--- src/hdl/cvm_pkg.sv ---
// Shared types and constants for the colored voxel map block.
// Holds item structs, operation/status/register codes and fixed field widths.
// No dependencies.
package cvm_pkg;

  localparam int COORD_W = 24;
  localparam int KEY_W   = 16;
  localparam int COLOR_W = 8;
  localparam int CFG_W   = 48;
  localparam int VSIZE_W = 16;
  localparam int MAXP_W  = 5;
  localparam int EVCNT_W = 11;
  localparam int COST_W  = 64;

  typedef enum logic [1:0] {
    OP_INSERT = 2'd0,
    OP_QUERY  = 2'd1,
    OP_EVICT  = 2'd2,
    OP_NONE   = 2'd3
  } op_t;

  typedef enum logic [2:0] {
    ST_STORED     = 3'd0,
    ST_VOXEL_FULL = 3'd1,
    ST_TABLE_FULL = 3'd2,
    ST_MATCH      = 3'd3,
    ST_NO_MATCH   = 3'd4,
    ST_EVICT_DONE = 3'd5
  } status_t;

  typedef enum logic [1:0] {
    CFG_VOXEL_SIZE = 2'd0,
    CFG_MAX_POINTS = 2'd1,
    CFG_CORR_LIMIT = 2'd2,
    CFG_KEEP_RADIUS = 2'd3
  } cfg_idx_t;

  typedef struct packed {
    op_t                        operation;
    logic signed [COORD_W-1:0]  pos_x;
    logic signed [COORD_W-1:0]  pos_y;
    logic signed [COORD_W-1:0]  pos_z;
    logic [COLOR_W-1:0]         red;
    logic [COLOR_W-1:0]         green;
    logic [COLOR_W-1:0]         blue;
  } in_item_t;

  typedef struct packed {
    status_t                    status;
    logic signed [COORD_W-1:0]  match_x;
    logic signed [COORD_W-1:0]  match_y;
    logic signed [COORD_W-1:0]  match_z;
    logic [COLOR_W-1:0]         match_red;
    logic [COLOR_W-1:0]         match_green;
    logic [COLOR_W-1:0]         match_blue;
    logic [EVCNT_W-1:0]         evicted_count;
  } out_item_t;

  typedef struct packed {
    logic signed [COORD_W-1:0]  x;
    logic signed [COORD_W-1:0]  y;
    logic signed [COORD_W-1:0]  z;
    logic [COLOR_W-1:0]         red;
    logic [COLOR_W-1:0]         green;
    logic [COLOR_W-1:0]         blue;
  } pt_word_t;

endpackage

--- src/hdl/cvm_div.sv ---
// Restoring divider, one quotient bit per cycle, for voxel key computation.
// Depends on cvm_pkg for the coordinate and voxel size widths.
module cvm_div (
  input  logic                         clk,
  input  logic                         rst_n,
  input  logic                         start,
  input  logic [cvm_pkg::COORD_W-1:0]  dividend,
  input  logic [cvm_pkg::VSIZE_W-1:0]  divisor,
  output logic                         done,
  output logic [cvm_pkg::COORD_W-1:0]  quotient
);
  import cvm_pkg::*;

  localparam int CNT_W = $clog2(COORD_W);

  logic                  run_r;
  logic                  done_r;
  logic [CNT_W-1:0]      cnt_r;
  logic [VSIZE_W-1:0]    rem_r;
  logic [VSIZE_W-1:0]    dvs_r;
  logic [COORD_W-1:0]    quo_r;
  logic [VSIZE_W:0]      shifted;
  logic                  fits;

  assign shifted  = {rem_r, quo_r[COORD_W-1]};
  assign fits     = shifted >= {1'b0, dvs_r};
  assign done     = done_r;
  assign quotient = quo_r;

  always_ff @(posedge clk) begin
    if (!rst_n) begin
      run_r  <= 1'b0;
      done_r <= 1'b0;
      cnt_r  <= '0;
    end else begin
      done_r <= 1'b0;
      if (start) begin
        run_r <= 1'b1;
        cnt_r <= '0;
      end else if (run_r) begin
        cnt_r <= cnt_r + 1'b1;
        if (cnt_r == CNT_W'(COORD_W - 1)) begin
          run_r  <= 1'b0;
          done_r <= 1'b1;
        end
      end
    end
  end

  always_ff @(posedge clk) begin
    if (start) begin
      quo_r <= dividend;
      rem_r <= '0;
      dvs_r <= divisor;
    end else if (run_r) begin
      quo_r <= {quo_r[COORD_W-2:0], fits};
      rem_r <= fits ? VSIZE_W'(shifted - {1'b0, dvs_r}) : shifted[VSIZE_W-1:0];
    end
  end

endmodule

--- config.mk ---
export PLATFORM = sky130hd
export DESIGN_NAME = cvm_div
export DESIGN_NICKNAME = d
export VERILOG_FILES = /design/src/hdl/cvm_pkg.sv /design/src/hdl/cvm_div.sv
export SDC_FILE = /design/constraint.sdc
export NUM_CORES = 1
export LEC_CHECK = 0
export BUFFER_PORTS_ARGS = -buffer_cell sky130_fd_sc_hd__clkbuf_2
export CAP_MARGIN = 20
export CORE_MARGIN = 1.5
export CORE_UTILIZATION = 50
export DETAILED_ROUTE_END_ITERATION = 12
export HOLD_SLACK_MARGIN = 0.1
export PLACE_DENSITY = 0.88
export SLEW_MARGIN = 20
export SYNTH_ARGS = -nofsm -noshare
export SYNTH_HDL_FRONTEND = slang
export SYNTH_SLANG_ARGS = --single-unit
--- constraint.sdc ---
create_clock -name clk -period 2.1 [get_ports clk]
set_input_delay 0.105 -clock clk [delete_from_list [all_inputs] [get_ports clk]]
set_output_delay 0.105 -clock clk [all_outputs]
set_load 0.01 [all_outputs]
== Word-level counts from Yosys, hierarchy flattened ==
Cells that the tools add are included.
Operators by class
  bitwise gates (word level): 2
  add/subtract/negate cells: 2
  reduce and logical (&&, ||, !) cells: 3
  magnitude comparators: 1
  equality and inequality tests: 1
  multiplexer cells: 7
Operator list (count)
  $mux W24: 2
  $ge A17 B16 Y1: 1
  $mux W16: 1
  $sub A16 B16 Y16: 1
  $add A5 B1 Y5 const B: 1
  $eq A5 B5 Y1 const B: 1
  $mux W1: 4
  $reduce_or A3 Y1: 1
  $not A1 Y1: 2
  $reduce_bool A2 Y1: 1
  $reduce_or A2 Y1: 1
Word-level totals
  logic and storage cells: 22
  input port bits: 43
  flip-flop bits (word level): 63
  output and inout port bits: 25

== Logic depth before layout (Yosys ltp) ==
  word-level depth: 4
  mapped depth: 10
  gate-level depth less buffers: 9

== Least setup slack after synthesis ==
OpenSTA, ideal clock, no wires.
  kind: register -> register
  start: register quo_r[23], in the netlist quotient[23]
  end: register rem_r[10]
  library setup time: 0.088 ns
  buffers on the path: 0
  clock period less this slack: 2.231 ns
  stages on the path, launching flop included: 10
  data required time: 2.012 ns
  slack: -0.131 ns
  arrival time: 2.143 ns
  cell sequence: edfxtp_1 inv_1 ha_1 fa_1 nand2b_1 a21oi_1 o31ai_1 a211oi_1 nand2_2 a311oi_2
Between the ends
  cells in the longest elaborated chain, start to end: 2
  elaborated cells between the ends (all ways): 3
  those cells by class: add/sub (1); order compare (1); mux (1)
Ends and longest elaborated chain
  start: declaration: line cvm_div.sv:21  | logic [COORD_W-1:0] quo_r;
  start signal: assignment: line cvm_div.sv:52  | quo_r <= dividend;
  start signal: assignment: line cvm_div.sv:56  | quo_r <= {quo_r[COORD_W-2:0], fits};
  $sub A16 B16 Y16 / $ge A17 B16 Y1 (equally long branches): line cvm_div.sv:57, cvm_div.sv:26
  $mux W16 (*): line cvm_div.sv:57  | rem_r <= fits ? VSIZE_W'(shifted - {1'b0, dvs_r}) : shifted[VSIZE_W-1:0];
  end signal: assignment: line cvm_div.sv:57
  end: declaration: line cvm_div.sv:19  | logic [VSIZE_W-1:0] rem_r;
Every way passes the cells marked *; elsewhere a longest branch is shown, timed or not.
A chain may end at the register's enable or synchronous reset.

== Worst setup path after layout ==
  start: register dvs_r[5]
  end: register rem_r[3]
Between the ends
  cells in the longest elaborated chain, start to end: 2
Ends and longest elaborated chain
  start: declaration: line cvm_div.sv:20  | logic [VSIZE_W-1:0] dvs_r;
  start signal: assignment: line cvm_div.sv:54  | dvs_r <= divisor;
  $ge A17 B16 Y1: line cvm_div.sv:26  | assign fits = shifted >= {1'b0, dvs_r};
  $mux W16: line cvm_div.sv:57
No other way between the ends.

==> run_results.csv <==
group,metric,value,unit
pwr,pwr_density_cell,656,nW/um^2
pwr,ir_worst_vdd,0.456,mV
clock_network,clock_sinks,63,
detailed_routing,post-route-drc-count,0,
pwr,leakage,2.29,nW
placement,portBuffers,67,
setup_path,end_kind,"flop",
synth,ys_seq_area_share,48.0,%
sta,fin_crit_sh,110,%
flow_run,max_cap_violations,0,
clock_network,clkSlewWorstSetupHoldPaths,80,ps
global_route,gr-total-overflow,0,
sta,clock-skew-final,12.6,ps
synth,syn-cell-area,3460,um^2
pwr,power.total,0.00354,W
status,outcome,"finished with violations",
sta,rsz0062_at_grt,"yes",
global_route,first_global_vias,3699,
clock_network,htreeDepth,3,
die,die-area,7430,um^2
cells_and_area,final_nets,560,
sta,hold_viol_final,0,
clock_network,cts_tree,"built",
global_route,grt_pass1_wl,18600,um
detailed_routing,viasPerCell,6.15,
synth,synthCells,321,
cells_and_area,fin_cells,584,
sta,fin_crit,2310,ps
cells_and_area,diodes,0,
synth,ys.flop_type,"edfxtp_1",
detailed_routing,wl,12700,um
detailed_routing,wl_per_cell,21.7,um
synth,synth_nets,382,
synth,synth_edf_count,40,
clock_network,cts_root_buf,"clkbuf_8",
die,die_y,86.2,um
detailed_routing,drtIter0Drc,300,
sta,max_slew_margin,41.4,%
sta,worst_pin_slew,876,ps
synth,synth_area_per_cell,10.8,um^2
die,die_x,86.2,um
die,fp-row-count,30,
min_path,min_path_type,"in2reg",
placement,finalWeightedCongestion,0.976,
sta,max_clock_freq,432,MHz
die,start_util,51.2,%
detailed_routing,drt_pass1_iterations,5,
setup_path,start_kind,"flop",
sta,drv_slew,0,
placement,dp_cells,517,
synth,synthArstFlopShare,0,%
global_route,grt_usage,33.1,%
setup_path,critPathMaxFanout,8,
clock_network,clkLatencyLatePin,350,ps
clock_network,cts_made_buffers,9,
placement,post_dp_cell_area,4370,um^2
setup_path,required,2340,ps
cells_and_area,drive_above_1_share,47.6,%
detailed_routing,vias,3594,
die,io_pins,68,
placement,hpwl,6570,um
detailed_routing,final_antenna_net_count,0,
cells_and_area,fin_area,5400,um^2
setup_path,worstSetupPathType,"reg2reg",
cells_and_area,syn2layout_area_growth,55.9,%
die,coreArea,6760,um^2
synth,yosys_warnings,0,
sta,setup_viol,16,
clock_network,clockBufferDepth,2,
synth,ys_ff_latch,63,
sta,finalWorstSetupSlack,-214,ps
setup_path,arrival,2550,ps
synth,synth_cell_types,61,
global_route,grt_max_degree,25,
status,violations,"setup timing",
global_route,antenna_found_initial,0,
## per-layer routing
metal  track usage [%]  vias up  part of all wire [%]
met4              16.6        0                   5.4
met1              35.8     1706                    35
met5                 0        -                     0
li1                  -     1566                     -
met3              7.71       69                   7.3
met2              60.7      253                    52
## where the power goes
group / total, W / switching, W / internal [W]
logic: 0.000984 / 0.000508 / 0.000476
registers: 0.00149 / 0.0000674 / 0.00143
clock network: 0.00106 / 0.000519 / 0.000544
total: 0.00354 / 0.00109 / 0.00245
## path summary, 6_finish.rpt
kind                               start  endpoint  slack (ps)  depth (start not counted)
worst max-delay path            dvs_r[5]  rem_r[3]        -210                         10
worst min-delay path               start  rem_r[2]         200                          2
worst max register to register  dvs_r[5]  rem_r[3]        -210                         10
worst min register to register  cnt_r[4]      done         520                          2
## per-stage QoR
stage / setup slack, ps / utilization [%] / hold WS, ps / setup TNS (ps)
global route: -275 / 79.9 / 185 / -3460
floorplan: -36.1 / - / 204 / -67.8
detailed placement: -151 / 64.6 / 284 / -1130
finish: -214 / 79.9 / 205 / -2260
global placement: -76.1 / 64.6 / 283 / -512
CTS: -117 / 76.4 / 198 / -863
## what timing repair did
action,CTS,global route
endpoints found under the hold margin,41,0
setup endpoints to repair,17,17
setup buffers,6,4
pin swaps,20,21
gates resized for setup,28,44
hold buffers,41,0
## registers in the layout, summed over array words and instances (netlist names)
register / flops
cnt_r: 5
done: 1
dvs_r: 16
quotient: 24
rem_r: 16
run_r: 1
## cells by family (layout without fill, tap and decap cells)
group / count (synthesis) / in the layout / share of synthesized area (%)
multiplexers: 29 / 29 / 9.25
XOR/XNOR: 8 / 8 / 2.02
buffers and inverters: 36 / 219 / 4.34
AO/OA/AOI/OAI: 80 / 80 / 16.7
flip-flops: 63 / 63 / 48.0
AND/OR/NAND/NOR: 87 / 87 / 12.9
adder cells (fa/ha/maj): 18 / 18 / 6.72
## layout make-up
type | instances | area [um^2]
multi-input combinational | 222 | 2050
sequential | 63 | 1660
fill | 341 | 1360
timing repair buffer | 177 | 1300
clock buffer | 10 | 128
tap | 80 | 100
inverter | 26 | 97.6
clock inverter | 6 | 62.6
## placed cells by master, fill, tap and decap left out, drive strengths merged, types with 6 or more instances in the layout
cell,n
nand2b,7
nor2,26
inv,26
nor3,6
nand2,23
dfxtp,23
o21ai,17
clkbuf,77
mux2,24
buf,69
a21oi,16
edfxtp,40
nand3,6
a31oi,6
dlygate4sd3,41
ha,17
## worst max-delay path, stage by stage (launching register included)
cell	delay [ps]
edfxtp_1	370
inv_1	100
ha_2	240
a21oi_4	80
o211ai_1	250
a311oi_2	170
buf_4	190
a31oi_4	300
buf_12	190
mux2i_2	230
o21ai_1	90
## Yosys cell counts, types with 3 or more instances
library cell  instances  share of area [%]
edfxtp_1             40                 35
xor2_1                4                1.0
nand2_1              20                2.2
o31ai_1               3               0.65
inv_1                26                2.8
a311oi_2              3                1.3
nand3_1               6               0.87
mux2_2               24                7.8
mux2i_1               5                1.4
a32oi_1               4                1.0
o21ai_0              13                1.9
nand2_2               3               0.54
dfxtp_1              23                 13
a21oi_1              15                2.2
xnor2_1               4                1.0
a31oi_1               5               0.90
nor3_1                6               0.87
a21o_1                4               0.87
nor2_1               26                2.8
o21ai_1               4               0.58
nand2b_1              7                1.3
ha_1                 17                6.1
a211oi_1              3               0.65
clkbuf_1              6               0.65
nand4_1               3               0.54
Note: power is estimated with default switching activity, not from simulation.
